[src/sv/lirs_pkg.sv]
package lirs_pkg;

    // Controller states
    typedef enum logic [3:0] {
        ST_IDLE,
        ST_SINGLE,
        ST_START,
        ST_LOOP,
        ST_DIV,
        ST_MUL,
        ST_REL,
        ST_ELOOP,
        ST_RELF,
        ST_FINISH
    } state_t;

    // What the shared divider or multiplier is working on
    typedef enum logic [2:0] {
        OP_REDUCE,
        OP_FRAC,
        OP_PROD,
        OP_STEP,
        OP_NT,
        OP_TOTAL
    } op_t;

    localparam logic REG_SOURCE = 1'b0;
    localparam logic REG_TARGET = 1'b1;

    localparam int TARGET_RESET = 16000;
    localparam int RESULT_CAP   = 64;
    localparam int CNT_BITS     = 32;

endpackage

[src/sv/linear_interpolating_resampler.sv]
// Passthrough or ratio-error words pass after acceptance through the ST_SINGLE state into the output register.
// Interpolated words are computed by the bit-serial divider and multiplier.
// A stream-end word also computes the total count, n * target / source, multiply first.
// One input word is processed at a time; s_ready is high only when idle.
// Reset (aresetn low, synchronous): rates go to 0 / 16000, stream state clears.
module linear_interpolating_resampler
    import lirs_pkg::*;
#(
    parameter int SAMPLE_BITS   = 16,
    parameter int RATE_BITS     = 19,
    parameter int MAX_UPSAMPLE  = 31,
    parameter int FRACTION_BITS = 16
) (
    input  logic                   aclk,
    input  logic                   aresetn,
    // configuration write port
    input  logic                   cfg_wr_en,
    input  logic                   cfg_addr,
    input  logic [RATE_BITS-1:0]   cfg_wr_data,
    // input words
    input  logic                   s_valid,
    output logic                   s_ready,
    input  logic [SAMPLE_BITS-1:0] s_sample_in,
    input  logic                   s_stream_end,
    // result words
    output logic                   m_valid,
    input  logic                   m_ready,
    output logic [SAMPLE_BITS-1:0] m_sample_out,
    output logic                   m_run_last,
    output logic                   m_stream_done,
    output logic                   m_ratio_error
);

    localparam int SB    = SAMPLE_BITS;
    localparam int RB    = RATE_BITS;
    localparam int F     = FRACTION_BITS;
    localparam int PH_W  = RB + 1;               // phase plus one source step
    localparam int N_W   = CNT_BITS + 1;         // input count plus one, unwrapped
    localparam int DW    = N_W + RB;             // widest dividend: n * target
    localparam int PW    = SB + 1 + F;           // interpolation product
    localparam int MW    = (DW > PW) ? DW : PW;  // multiplier accumulator
    localparam int MLW   = (F > RB) ? F : RB;    // multiplier operand shifter
    localparam int UC_W  = $clog2(DW + 1);
    localparam int G_W   = $clog2(RESULT_CAP + 1);

    state_t state_reg, state_next;
    op_t    op_reg, op_next;

    logic [RB-1:0]       src_rate_reg, src_rate_next;
    logic [RB-1:0]       tgt_rate_reg, tgt_rate_next;
    logic [SB-1:0]       smp_reg, smp_next;
    logic                end_reg, end_next;
    logic                sgl_err_reg, sgl_err_next;
    logic [SB-1:0]       prev_reg, prev_next;
    logic [PH_W-1:0]     phase_reg, phase_next;
    logic [CNT_BITS-1:0] srcpos_reg, srcpos_next;
    logic [CNT_BITS-1:0] rcvd_reg, rcvd_next;
    logic [CNT_BITS-1:0] rel_reg, rel_next;
    logic [N_W-1:0]      n_reg, n_next;
    logic [SB-1:0]       held_reg, held_next;
    logic                held_vld_reg, held_vld_next;
    logic [SB-1:0]       cand_reg, cand_next;
    logic [SB-1:0]       pend_reg, pend_next;
    logic                pend_vld_reg, pend_vld_next;
    logic [G_W-1:0]      rescnt_reg, rescnt_next;
    logic [G_W-1:0]      guard_reg, guard_next;
    logic                endph_reg, endph_next;
    logic [DW-1:0]       total_reg, total_next;
    logic [UC_W-1:0]     cnt_reg, cnt_next;
    logic [DW-1:0]       dvd_reg, dvd_next;
    logic [RB-1:0]       rem_reg, rem_next;
    logic [RB-1:0]       den_reg, den_next;
    logic [MW-1:0]       acc_reg, acc_next;
    logic [MW-1:0]       mcand_reg, mcand_next;
    logic [MLW-1:0]      mplr_reg, mplr_next;
    logic                out_vld_reg, out_vld_next;
    logic [SB-1:0]       out_smp_reg, out_smp_next;
    logic                out_last_reg, out_last_next;
    logic                out_done_reg, out_done_next;
    logic                out_err_reg, out_err_next;

    logic            in_acc;
    logic            out_free;
    logic            is_pass;
    logic            is_err;
    logic [RB+4:0]   up_limit;
    logic [RB:0]     rem_shift;
    logic            div_ge;
    logic [SB:0]     diff;
    logic [PW-1:0]   prod_rnd;
    logic [SB:0]     step_val;
    logic [SB:0]     interp;
    logic [N_W-1:0]  n_cur;
    logic            rel_emit;
    logic            rel_store;
    logic            rel_stall;

    assign in_acc   = s_valid && s_ready;
    assign out_free = !out_vld_reg || m_ready;

    assign up_limit = (RB+5)'(src_rate_reg) * (RB+5)'(MAX_UPSAMPLE);
    assign is_pass  = (src_rate_reg == '0) || (tgt_rate_reg == '0)
                      || (src_rate_reg == tgt_rate_reg);
    assign is_err   = (RB+5)'(tgt_rate_reg) > up_limit;

    // one restoring division step
    assign rem_shift = {rem_reg, dvd_reg[DW-1]};
    assign div_ge    = rem_shift >= {1'b0, den_reg};

    // interpolation: a + round(prod / 2^F), ties up
    assign diff     = {smp_reg[SB-1], smp_reg} - {prev_reg[SB-1], prev_reg};
    assign prod_rnd = acc_reg[PW-1:0] + (PW'(1) << (F - 1));
    assign step_val = prod_rnd[PW-1:F];
    assign interp   = {prev_reg[SB-1], prev_reg} + step_val;

    assign n_cur = {1'b0, rcvd_reg} + N_W'(1);

    // release of the held candidate; at stream end only up to the total
    assign rel_emit  = held_vld_reg && (!endph_reg || (DW'(rel_reg) < total_reg));
    assign rel_store = rel_emit && (rescnt_reg < G_W'(RESULT_CAP));
    assign rel_stall = rel_store && pend_vld_reg && !out_free;

    // next state
    always_comb begin
        state_next = state_reg;
        unique case (state_reg)
            ST_IDLE: begin
                if (in_acc) begin
                    state_next = (is_pass || is_err) ? ST_SINGLE : ST_START;
                end
            end
            ST_SINGLE: begin
                if (out_free) begin
                    state_next = ST_IDLE;
                end
            end
            ST_START: begin
                state_next = (phase_reg >= PH_W'(tgt_rate_reg)) ? ST_DIV : ST_LOOP;
            end
            ST_LOOP: begin
                if ((srcpos_reg < rcvd_reg) && (guard_reg < G_W'(RESULT_CAP))) begin
                    state_next = ST_DIV;
                end else begin
                    state_next = end_reg ? ST_MUL : ST_FINISH;
                end
            end
            ST_DIV: begin
                if (cnt_reg == '0) begin
                    unique case (op_reg)
                        OP_REDUCE: state_next = ST_LOOP;
                        OP_FRAC:   state_next = ST_MUL;
                        OP_STEP:   state_next = endph_reg ? ST_ELOOP : ST_LOOP;
                        OP_TOTAL:  state_next = ST_ELOOP;
                        default:   state_next = ST_IDLE;
                    endcase
                end
            end
            ST_MUL: begin
                if (cnt_reg == '0) begin
                    state_next = (op_reg == OP_PROD) ? ST_REL : ST_DIV;
                end
            end
            ST_REL: begin
                if (!rel_stall) begin
                    state_next = ST_DIV;
                end
            end
            ST_ELOOP: begin
                if (({1'b0, srcpos_reg} < n_reg) && (guard_reg < G_W'(RESULT_CAP))) begin
                    state_next = ST_REL;
                end else begin
                    state_next = ST_RELF;
                end
            end
            ST_RELF: begin
                if (!rel_stall) begin
                    state_next = ST_FINISH;
                end
            end
            ST_FINISH: begin
                if (!pend_vld_reg || out_free) begin
                    state_next = ST_IDLE;
                end
            end
            default: state_next = ST_IDLE;
        endcase
    end

    // handshake outputs
    always_comb begin
        s_ready       = (state_reg == ST_IDLE);
        m_valid       = out_vld_reg;
        m_sample_out  = out_smp_reg;
        m_run_last    = out_last_reg;
        m_stream_done = out_done_reg;
        m_ratio_error = out_err_reg;
    end

    // datapath
    always_comb begin
        op_next       = op_reg;
        src_rate_next = src_rate_reg;
        tgt_rate_next = tgt_rate_reg;
        smp_next      = smp_reg;
        end_next      = end_reg;
        sgl_err_next  = sgl_err_reg;
        prev_next     = prev_reg;
        phase_next    = phase_reg;
        srcpos_next   = srcpos_reg;
        rcvd_next     = rcvd_reg;
        rel_next      = rel_reg;
        n_next        = n_reg;
        held_next     = held_reg;
        held_vld_next = held_vld_reg;
        cand_next     = cand_reg;
        pend_next     = pend_reg;
        pend_vld_next = pend_vld_reg;
        rescnt_next   = rescnt_reg;
        guard_next    = guard_reg;
        endph_next    = endph_reg;
        total_next    = total_reg;
        cnt_next      = cnt_reg;
        dvd_next      = dvd_reg;
        rem_next      = rem_reg;
        den_next      = den_reg;
        acc_next      = acc_reg;
        mcand_next    = mcand_reg;
        mplr_next     = mplr_reg;
        out_vld_next  = out_vld_reg && !m_ready;
        out_smp_next  = out_smp_reg;
        out_last_next = out_last_reg;
        out_done_next = out_done_reg;
        out_err_next  = out_err_reg;

        if (cfg_wr_en) begin
            unique case (cfg_addr)
                REG_SOURCE: src_rate_next = cfg_wr_data;
                REG_TARGET: tgt_rate_next = cfg_wr_data;
                default:    src_rate_next = src_rate_reg;
            endcase
        end

        unique case (state_reg)
            ST_IDLE: begin
                if (in_acc) begin
                    smp_next     = s_sample_in;
                    end_next     = s_stream_end;
                    sgl_err_next = !is_pass && is_err;
                    rescnt_next  = '0;
                end
            end
            ST_SINGLE: begin
                if (out_free) begin
                    out_vld_next  = 1'b1;
                    out_smp_next  = sgl_err_reg ? '0 : smp_reg;
                    out_last_next = 1'b1;
                    out_done_next = end_reg;
                    out_err_next  = sgl_err_reg;
                end
            end
            ST_START: begin
                guard_next = '0;
                endph_next = 1'b0;
                op_next    = OP_REDUCE;
                dvd_next   = DW'(phase_reg) << (DW - PH_W);
                rem_next   = '0;
                den_next   = tgt_rate_reg;
                cnt_next   = UC_W'(PH_W);
            end
            ST_LOOP: begin
                if ((srcpos_reg < rcvd_reg) && (guard_reg < G_W'(RESULT_CAP))) begin
                    // fraction = phase * 2^F / target
                    op_next  = OP_FRAC;
                    dvd_next = DW'(phase_reg) << (DW - PH_W);
                    rem_next = '0;
                    den_next = tgt_rate_reg;
                    cnt_next = UC_W'(PH_W + F);
                end else begin
                    prev_next = smp_reg;
                    rcvd_next = rcvd_reg + CNT_BITS'(1);
                    n_next    = n_cur;
                    if (end_reg) begin
                        // total = n * target / source, multiply first
                        endph_next = 1'b1;
                        op_next    = OP_NT;
                        acc_next   = '0;
                        mcand_next = MW'(n_cur);
                        mplr_next  = MLW'(tgt_rate_reg) << (MLW - RB);
                        cnt_next   = UC_W'(RB);
                    end
                end
            end
            ST_DIV: begin
                if (cnt_reg != '0) begin
                    rem_next = div_ge ? RB'(rem_shift - {1'b0, den_reg}) : RB'(rem_shift);
                    dvd_next = {dvd_reg[DW-2:0], div_ge};
                    cnt_next = cnt_reg - UC_W'(1);
                end else begin
                    unique case (op_reg)
                        OP_REDUCE: phase_next = {1'b0, rem_reg};
                        OP_FRAC: begin
                            op_next    = OP_PROD;
                            acc_next   = '0;
                            mcand_next = {{(MW-SB-1){diff[SB]}}, diff};
                            mplr_next  = MLW'(dvd_reg[F-1:0]) << (MLW - F);
                            cnt_next   = UC_W'(F);
                        end
                        OP_STEP: begin
                            phase_next  = {1'b0, rem_reg};
                            srcpos_next = srcpos_reg + CNT_BITS'(dvd_reg[PH_W-1:0]);
                            guard_next  = guard_reg + G_W'(1);
                        end
                        OP_TOTAL: begin
                            total_next = (dvd_reg == '0) ? DW'(1) : dvd_reg;
                            guard_next = '0;
                        end
                        default: phase_next = phase_reg;
                    endcase
                end
            end
            ST_MUL: begin
                if (cnt_reg != '0) begin
                    acc_next  = (acc_reg << 1) + (mplr_reg[MLW-1] ? mcand_reg : '0);
                    mplr_next = mplr_reg << 1;
                    cnt_next  = cnt_reg - UC_W'(1);
                end else if (op_reg == OP_PROD) begin
                    cand_next = interp[SB-1:0];
                end else begin
                    op_next  = OP_TOTAL;
                    dvd_next = acc_reg[DW-1:0];
                    rem_next = '0;
                    den_next = src_rate_reg;
                    cnt_next = UC_W'(DW);
                end
            end
            ST_REL: begin
                if (!rel_stall) begin
                    if (rel_store) begin
                        if (pend_vld_reg) begin
                            out_vld_next  = 1'b1;
                            out_smp_next  = pend_reg;
                            out_last_next = 1'b0;
                            out_done_next = 1'b0;
                            out_err_next  = 1'b0;
                        end
                        pend_next     = held_reg;
                        pend_vld_next = 1'b1;
                        rescnt_next   = rescnt_reg + G_W'(1);
                    end
                    if (rel_emit) begin
                        rel_next = rel_reg + CNT_BITS'(1);
                    end
                    held_next     = cand_reg;
                    held_vld_next = 1'b1;
                    // advance the phase by one source step
                    op_next  = OP_STEP;
                    dvd_next = DW'(phase_reg + PH_W'(src_rate_reg)) << (DW - PH_W);
                    rem_next = '0;
                    den_next = tgt_rate_reg;
                    cnt_next = UC_W'(PH_W);
                end
            end
            ST_ELOOP: begin
                // right neighbour clamps to the last sample
                cand_next = smp_reg;
            end
            ST_RELF: begin
                if (!rel_stall) begin
                    if (rel_store) begin
                        if (pend_vld_reg) begin
                            out_vld_next  = 1'b1;
                            out_smp_next  = pend_reg;
                            out_last_next = 1'b0;
                            out_done_next = 1'b0;
                            out_err_next  = 1'b0;
                        end
                        pend_next     = held_reg;
                        pend_vld_next = 1'b1;
                        rescnt_next   = rescnt_reg + G_W'(1);
                    end
                    if (rel_emit) begin
                        rel_next = rel_reg + CNT_BITS'(1);
                    end
                    held_vld_next = 1'b0;
                end
            end
            ST_FINISH: begin
                if (pend_vld_reg && out_free) begin
                    out_vld_next  = 1'b1;
                    out_smp_next  = pend_reg;
                    out_last_next = 1'b1;
                    out_done_next = end_reg;
                    out_err_next  = 1'b0;
                    pend_vld_next = 1'b0;
                end
            end
            default: op_next = op_reg;
        endcase

        // drop the stream position state once the final word of a stream-end input is handled
        if (((state_reg == ST_SINGLE) && out_free)
            || ((state_reg == ST_FINISH) && (!pend_vld_reg || out_free))) begin
            if (end_reg) begin
                prev_next     = '0;
                phase_next    = '0;
                srcpos_next   = '0;
                rcvd_next     = '0;
                rel_next      = '0;
                held_next     = '0;
                held_vld_next = 1'b0;
            end
        end
    end

    always_ff @(posedge aclk) begin
        if (!aresetn) begin
            state_reg    <= ST_IDLE;
            src_rate_reg <= '0;
            tgt_rate_reg <= RB'(TARGET_RESET);
            prev_reg     <= '0;
            phase_reg    <= '0;
            srcpos_reg   <= '0;
            rcvd_reg     <= '0;
            rel_reg      <= '0;
            held_vld_reg <= 1'b0;
            pend_vld_reg <= 1'b0;
            out_vld_reg  <= 1'b0;
        end else begin
            state_reg    <= state_next;
            src_rate_reg <= src_rate_next;
            tgt_rate_reg <= tgt_rate_next;
            prev_reg     <= prev_next;
            phase_reg    <= phase_next;
            srcpos_reg   <= srcpos_next;
            rcvd_reg     <= rcvd_next;
            rel_reg      <= rel_next;
            held_vld_reg <= held_vld_next;
            pend_vld_reg <= pend_vld_next;
            out_vld_reg  <= out_vld_next;
        end
    end

    always_ff @(posedge aclk) begin
        op_reg       <= op_next;
        smp_reg      <= smp_next;
        end_reg      <= end_next;
        sgl_err_reg  <= sgl_err_next;
        n_reg        <= n_next;
        held_reg     <= held_next;
        cand_reg     <= cand_next;
        pend_reg     <= pend_next;
        rescnt_reg   <= rescnt_next;
        guard_reg    <= guard_next;
        endph_reg    <= endph_next;
        total_reg    <= total_next;
        cnt_reg      <= cnt_next;
        dvd_reg      <= dvd_next;
        rem_reg      <= rem_next;
        den_reg      <= den_next;
        acc_reg      <= acc_next;
        mcand_reg    <= mcand_next;
        mplr_reg     <= mplr_next;
        out_smp_reg  <= out_smp_next;
        out_last_reg <= out_last_next;
        out_done_reg <= out_done_next;
        out_err_reg  <= out_err_next;
    end

endmodule
[config.mk]
export PLATFORM = sky130hd
export DESIGN_NAME = linear_interpolating_resampler
export DESIGN_NICKNAME = d
export VERILOG_FILES = /design/src/sv/lirs_pkg.sv /design/src/sv/linear_interpolating_resampler.sv
export SDC_FILE = /design/constraint.sdc
export NUM_CORES = 2
export LEC_CHECK = 0
export BUFFER_PORTS_ARGS = -buffer_cell sky130_fd_sc_hd__buf_2
export CAP_MARGIN = 30
export CORE_AREA = 4 4 300 361
export CTS_CLUSTER_SIZE = 40
export DETAILED_ROUTE_END_ITERATION = 8
export DIE_AREA = 0 0 304 365
export SYNTH_ARGS = -nofsm -noshare
export SYNTH_HDL_FRONTEND = slang
export SYNTH_SLANG_ARGS = --single-unit
export TNS_END_PERCENT = 10
[constraint.sdc]
create_clock -name aclk -period 18.4 [get_ports aclk]
set_clock_uncertainty 0.2 [all_clocks]
set_input_delay 5.52 -clock aclk [delete_from_list [all_inputs] [get_ports aclk]]
set_output_delay 5.52 -clock aclk [all_outputs]
set_load 0.01 [all_outputs]
After elaboration in Yosys (flattened, before gate mapping). Cells that the tools add are included. Widths: inputs -> output; s select.

Add/subtract/negate cells: 13. Multipliers: 1. Divide/modulo/power cells: 0. Order comparisons: 8. Eq/ne operators: 39. Shifts and indexed selects: 0. Muxes and demuxes: 141. Bitwise logic cells: 4. Reduce and logical (&&, ||, !) cells: 63.

Operators with widths (count): $mux 52 (15); $mux 32 (14); $mux 19 (15); $pmux 52 s5 (1); $mux 16 (16); $pmux 52 s3 (1); $pmux 52 s2 (1); $mux 20 (5); $pmux 19 s5 (1); $pmux 19 s4 (1); $add 32x1->32 const B (2); $pmux 19 s3 (1); $add 52x52->52 (1); $logic_not 52->1 (1); $lt 32x52->1 (1); $pmux 16 s3 (1); $mux 6 (7); $pmux 7 s2 (3); $ge 20x19->1 (2); $mux 4 (10); $pmux 4 s10 (1); $logic_not 19->1 (2); $ne 2x2->1 const B (17); $add 32x1->33 const B (1); other kinds (53) (149).

Bits in registers: 584. Latch bits: 0. Bits in writable memories: 0. ROM bits: 0. Input bits: 42. Output and inout bits: 21. Logic and storage cells: 303. Memories: 0.

Depth between registers and ports, before layout.
Word-level depth: 10. Gate-level depth with buffers: 27. Mapped depth without buffers: 27.

Least setup slack after synthesis. Ideal clock, no wire load.

Kind: input port to flip-flop. Start: input m_ready. End: register dvd_reg[0], enable pin. Setup time: 0.674 ns. Data arrival time: 12.799 ns. Required time: 17.526 ns. Setup slack: 4.726 ns. Stages on the path: 6. Buffers on the path: 1. Cells stage by stage: nor2b_1 nand2_1 or2_2 clkbuf_1 nor3_1 nor4_1.

Word-level cells in the longest chain between the ends: 5.

Ends and longest elaborated chain: start, declared (line linear_interpolating_resampler.sv:27) `input logic m_ready,`; $logic_or 1x1->1 (line linear_interpolating_resampler.sv:99) `assign out_free = !out_vld_reg || m_ready;`; $logic_not 1->1 (line linear_interpolating_resampler.sv:121) `assign rel_stall = rel_store && pend_vld_reg && !out_free;`; $logic_and 1x1->1 (line linear_interpolating_resampler.sv:121); $ne 2x2->1 (no source line); $reduce_and 6->1 (no source line); end signal, assigned (line linear_interpolating_resampler.sv:457) `dvd_reg <= dvd_next;`; end, declared (line linear_interpolating_resampler.sv:70) `logic [DW-1:0] dvd_reg, dvd_next;`.

No other way between the ends. A chain may end at the register's enable or synchronous reset.

Worst setup path after layout.
Start: register state_reg[0]. End: output s_ready.

Word-level cells in the longest chain between the ends: 1.

Ends and longest elaborated chain: start, declared (line linear_interpolating_resampler.sv:46) `state_t state_reg, state_next;`; start signal, assigned (line linear_interpolating_resampler.sv:429) `state_reg <= state_next;`; $logic_not 4->1 (line linear_interpolating_resampler.sv:191) `s_ready = (state_reg == ST_IDLE);`; end, declared (line linear_interpolating_resampler.sv:22) `output logic s_ready,`.

No other way between the ends.

==> run summary <==
Status
* finished, final reports clean — result of the run

Critical path
* 12,680 ps — critical path data required time
* src_rate_reg[1] — origin of the critical flop-to-flop path
* output port — Worst Setup End Kind
* sgl_err_reg — end of the worst register-to-register path
* sky130_fd_sc_hd__buf_4 — cell at the slowest stage of the critical path
* 570 ps — Max stage delay on crit path
* reg -> out — startpoint-to-endpoint class of the critical path
* register — kind of launch point of the worst setup path
* s_ready — crit path to
* 25 — logic depth of the worst register-to-register path
* state_reg[0] — startpoint of the most critical setup path
* 2180 ps — Data arrival, critical path
* 57 — critical path fanouts, max
* buf_4, nor2_1, nand2_1, inv_1, buf_2 — cells along the critical path
* 11,370 ps — setup slack of the most critical reg-to-reg path

Yosys
* 36,400 um2 — synthesized area
* sky130_fd_sc_hd__edfxtp_1, sky130_fd_sc_hd__ha_1, sky130_fd_sc_hd__dfxtp_1, sky130_fd_sc_hd__xnor2_1, sky130_fd_sc_hd__nand2_1 — synth top area cells
* 4,301 — Synth Net Count
* 566 — register bit total from synthesis
* sky130_fd_sc_hd__edfxtp_1 — post-synth top area cell
* 0 — number of warnings reported in the yosys synthesis log
* 0.414 — sequential cell area fraction in the yosys report
* 373 — EDFF count, synth
* 80 — post-synth cell types
* sky130_fd_sc_hd__edfxtp_1 — leading register cell type out of synthesis
* 0 — share of flip-flops with an asynchronous set or reset
* 0.308 — share of Yosys cell area claimed by the top area cell type
* 9.36 um2 — syn avg cell area
* 3,887 — Synth Instances

Timing
* 1000 ps — Tightest Pin Transition
* 0 ps — total negative setup slack
* 7900 ps — Min Clock Period, post-route
* 0.429 — final worst path period share
* 233 ps — WHS
* 0 — number of hold-slack violations in the final timing report
* 0.127 GHz — maximum clock rate
* 0 — Slew Limit Fails
* 0.327 — Slew headroom
* 0 — final number of setup-violating endpoints
* no — setup repair after global routing missed its margin

Layout
* 0 — total inserted antenna cells
* 10,313 — final-layout fill cell count
* 11.0% — layout overhead on the synthesized area
* sky130_fd_sc_hd__nand2_1, sky130_fd_sc_hd__edfxtp_1, sky130_fd_sc_hd__nor2_1 — highest-count cells in the layout ignoring fill and taps
* sky130_fd_sc_hd__nand2_1 — commonest non-fill, non-tap cell in the layout
* 4,298 — final layout net count
* 0.0661 — share of post-route cells with drive strength above 1

Clocking
* 0 — number of instances resized during post-cts repair
* 0 — number of buffers added to fix hold violations after cts
* yes — clock tree from TritonCTS
* 3 — maximum buffer depth of the clock tree
* 60 ps — post-CTS clock slew at the launch and capture registers of the worst setup and hold paths
* 566 — clock sink count
* 66 — clock buffer count from CTS
* 640 ps — insertion delay of the later-clocked pin in the worst-skew pair
* sky130_fd_sc_hd__clkbuf_16 — CTS Root Buffer Type
* 0 — Setup Buffers After CTS
* 3 — number of H-tree levels

GRT
* 27,019 — via count of the first global-routing pass
* 0 — initial antenna violation count
* 159,000 um — global-route wire length before repair
* 0.182 — total routing usage reported by global routing
* 80 — maximum number of pins on one net before global-route repair
* 0 — Congestion Overflow GR

Route
* 5.29 — Via density
* 50,500 um — Met2 Wirelength
* 0 — number of antenna-violating nets in the routed design
* 6 — TritonRoute pass-1 iters
* 5720 um — routed length on met3
* 104,000 um — sum of routed wire length over all layers
* 43,600 um — post-route met1 wirelength
* 19.5 um — routed wirelength normalized by instance count
* 2,088 — Iteration-0 DRC Markers
* 0 — Remaining DRCs
* met4 — highest routed metal layer
* 28,150 — vias

Floorplanning
* 365 um — Die Height
* 111,000 um2 — overall die area
* 63 — top-level I/O count
* 304 um — width of the die
* 105,000 um2 — Core ar.
* 130 — number of core rows
* 0.348 — initial core utilization

Worst hold path
* reg -> reg — class of the tightest hold or removal check

Placed design
* 62 — Buffers on Ports
* 77,400 um — HPWL after detailed placement
* 0.890 — global placement routability congestion

Job
* 0 — number of max-capacitance violations reported

Pwr
* 16.4 nW — leakage power of the design
* 130 nW/um2 — power density over the cells
* 0.000116 V — worst IR drop on VDD

cells by family after synthesis:
group           after synthesis  synth area share
mux                          72            0.0198
flops                       566             0.414
compound gates              874             0.152
buf+inv                     498            0.0516
fa+ha+maj                   373             0.140
xor+xnor                    256            0.0617
simple gates               1248             0.160
per-stage QoR:
stage	area (um2)	utilization	power, mW	setup WS, ps	cells
5_1_grt	40400	0.386	5.55	10390	5321
2_1_floorplan	36400	-	3.33	4730	3887
3_3_place_gp	38100	0.364	3.89	10350	5195
6_report	40400	0.386	5.25	10500	5321
4_1_cts	40400	0.386	5.27	10480	5321
3_5_place_dp	38200	0.366	3.92	10440	5202
final cells by class:
class | instances | area [um2] | share of cell area
tap | 1386 | 1730 | 0.0429
inverter | 324 | 1220 | 0.0301
sequential | 566 | 15100 | 0.373
clock inverter | 35 | 327 | 0.00809
clock buffer | 84 | 1820 | 0.0451
timing repair buffer | 103 | 686 | 0.0170
multi-input combinational | 2823 | 19500 | 0.484
cells in the mapped netlist (7+ instances only):
cell type / instances
sky130_fd_sc_hd__nor2_1: 336
sky130_fd_sc_hd__o2111ai_1: 8
sky130_fd_sc_hd__xor2_1: 71
sky130_fd_sc_hd__dfxtp_1: 193
sky130_fd_sc_hd__nand2_1: 411
sky130_fd_sc_hd__fa_1: 56
sky130_fd_sc_hd__ha_1: 316
sky130_fd_sc_hd__mux2i_1: 72
sky130_fd_sc_hd__nand2b_1: 46
sky130_fd_sc_hd__and2_1: 48
sky130_fd_sc_hd__and3_1: 42
sky130_fd_sc_hd__a21o_1: 99
sky130_fd_sc_hd__or2_2: 17
sky130_fd_sc_hd__a21boi_0: 41
sky130_fd_sc_hd__o31ai_1: 19
sky130_fd_sc_hd__o211ai_1: 19
sky130_fd_sc_hd__a31oi_1: 19
sky130_fd_sc_hd__nand4_1: 45
sky130_fd_sc_hd__clkbuf_1: 151
sky130_fd_sc_hd__o21bai_1: 23
sky130_fd_sc_hd__a2111oi_0: 8
sky130_fd_sc_hd__a211oi_1: 29
sky130_fd_sc_hd__a22o_1: 32
sky130_fd_sc_hd__nor3_1: 94
sky130_fd_sc_hd__xnor2_1: 185
sky130_fd_sc_hd__or3_1: 26
sky130_fd_sc_hd__nor3b_1: 7
sky130_fd_sc_hd__nand3_1: 82
sky130_fd_sc_hd__buf_1: 21
sky130_fd_sc_hd__edfxtp_1: 373
sky130_fd_sc_hd__nor4_1: 39
sky130_fd_sc_hd__inv_1: 321
sky130_fd_sc_hd__o21a_1: 38
sky130_fd_sc_hd__a21oi_1: 247
sky130_fd_sc_hd__o21ai_0: 215
sky130_fd_sc_hd__nor2b_1: 24
metal layers:
metal / GRT usage / vias to the layer above
met5: 0 / -
met4: 0.0725 / 0
met3: 0.0280 / 183
met2: 0.319 / 744
met1: 0.226 / 13517
li1: - / 13706
worst min-delay path by stage:
stage | startpoint | end | slack [ps] | cells after the start
5_1_grt | held_reg[0] | pend_reg[0] | 240 | 0
4_1_cts | held_reg[2] | pend_reg[2] | 230 | 0
3_5_place_dp | held_reg[14] | pend_reg[14] | 220 | 0
2_1_floorplan | held_reg[0] | pend_reg[0] | 210 | 0
3_3_place_gp | held_reg[1] | pend_reg[1] | 220 | 0
6_report | held_reg[0] | pend_reg[0] | 230 | 0
critical path, delay by kind of cell, from the launching register on:
kind,cells,cell delay (ps)
flip-flops,1,310
AND/OR/NAND/NOR,2,390
buffers and inverters,3,850
power breakdown:
group,switching [mW],internal [mW]
registers,0.322,1.73
clock network,0.556,0.773
logic,1.17,0.696
total,2.05,3.20
(Power assumes the default switching activity.)
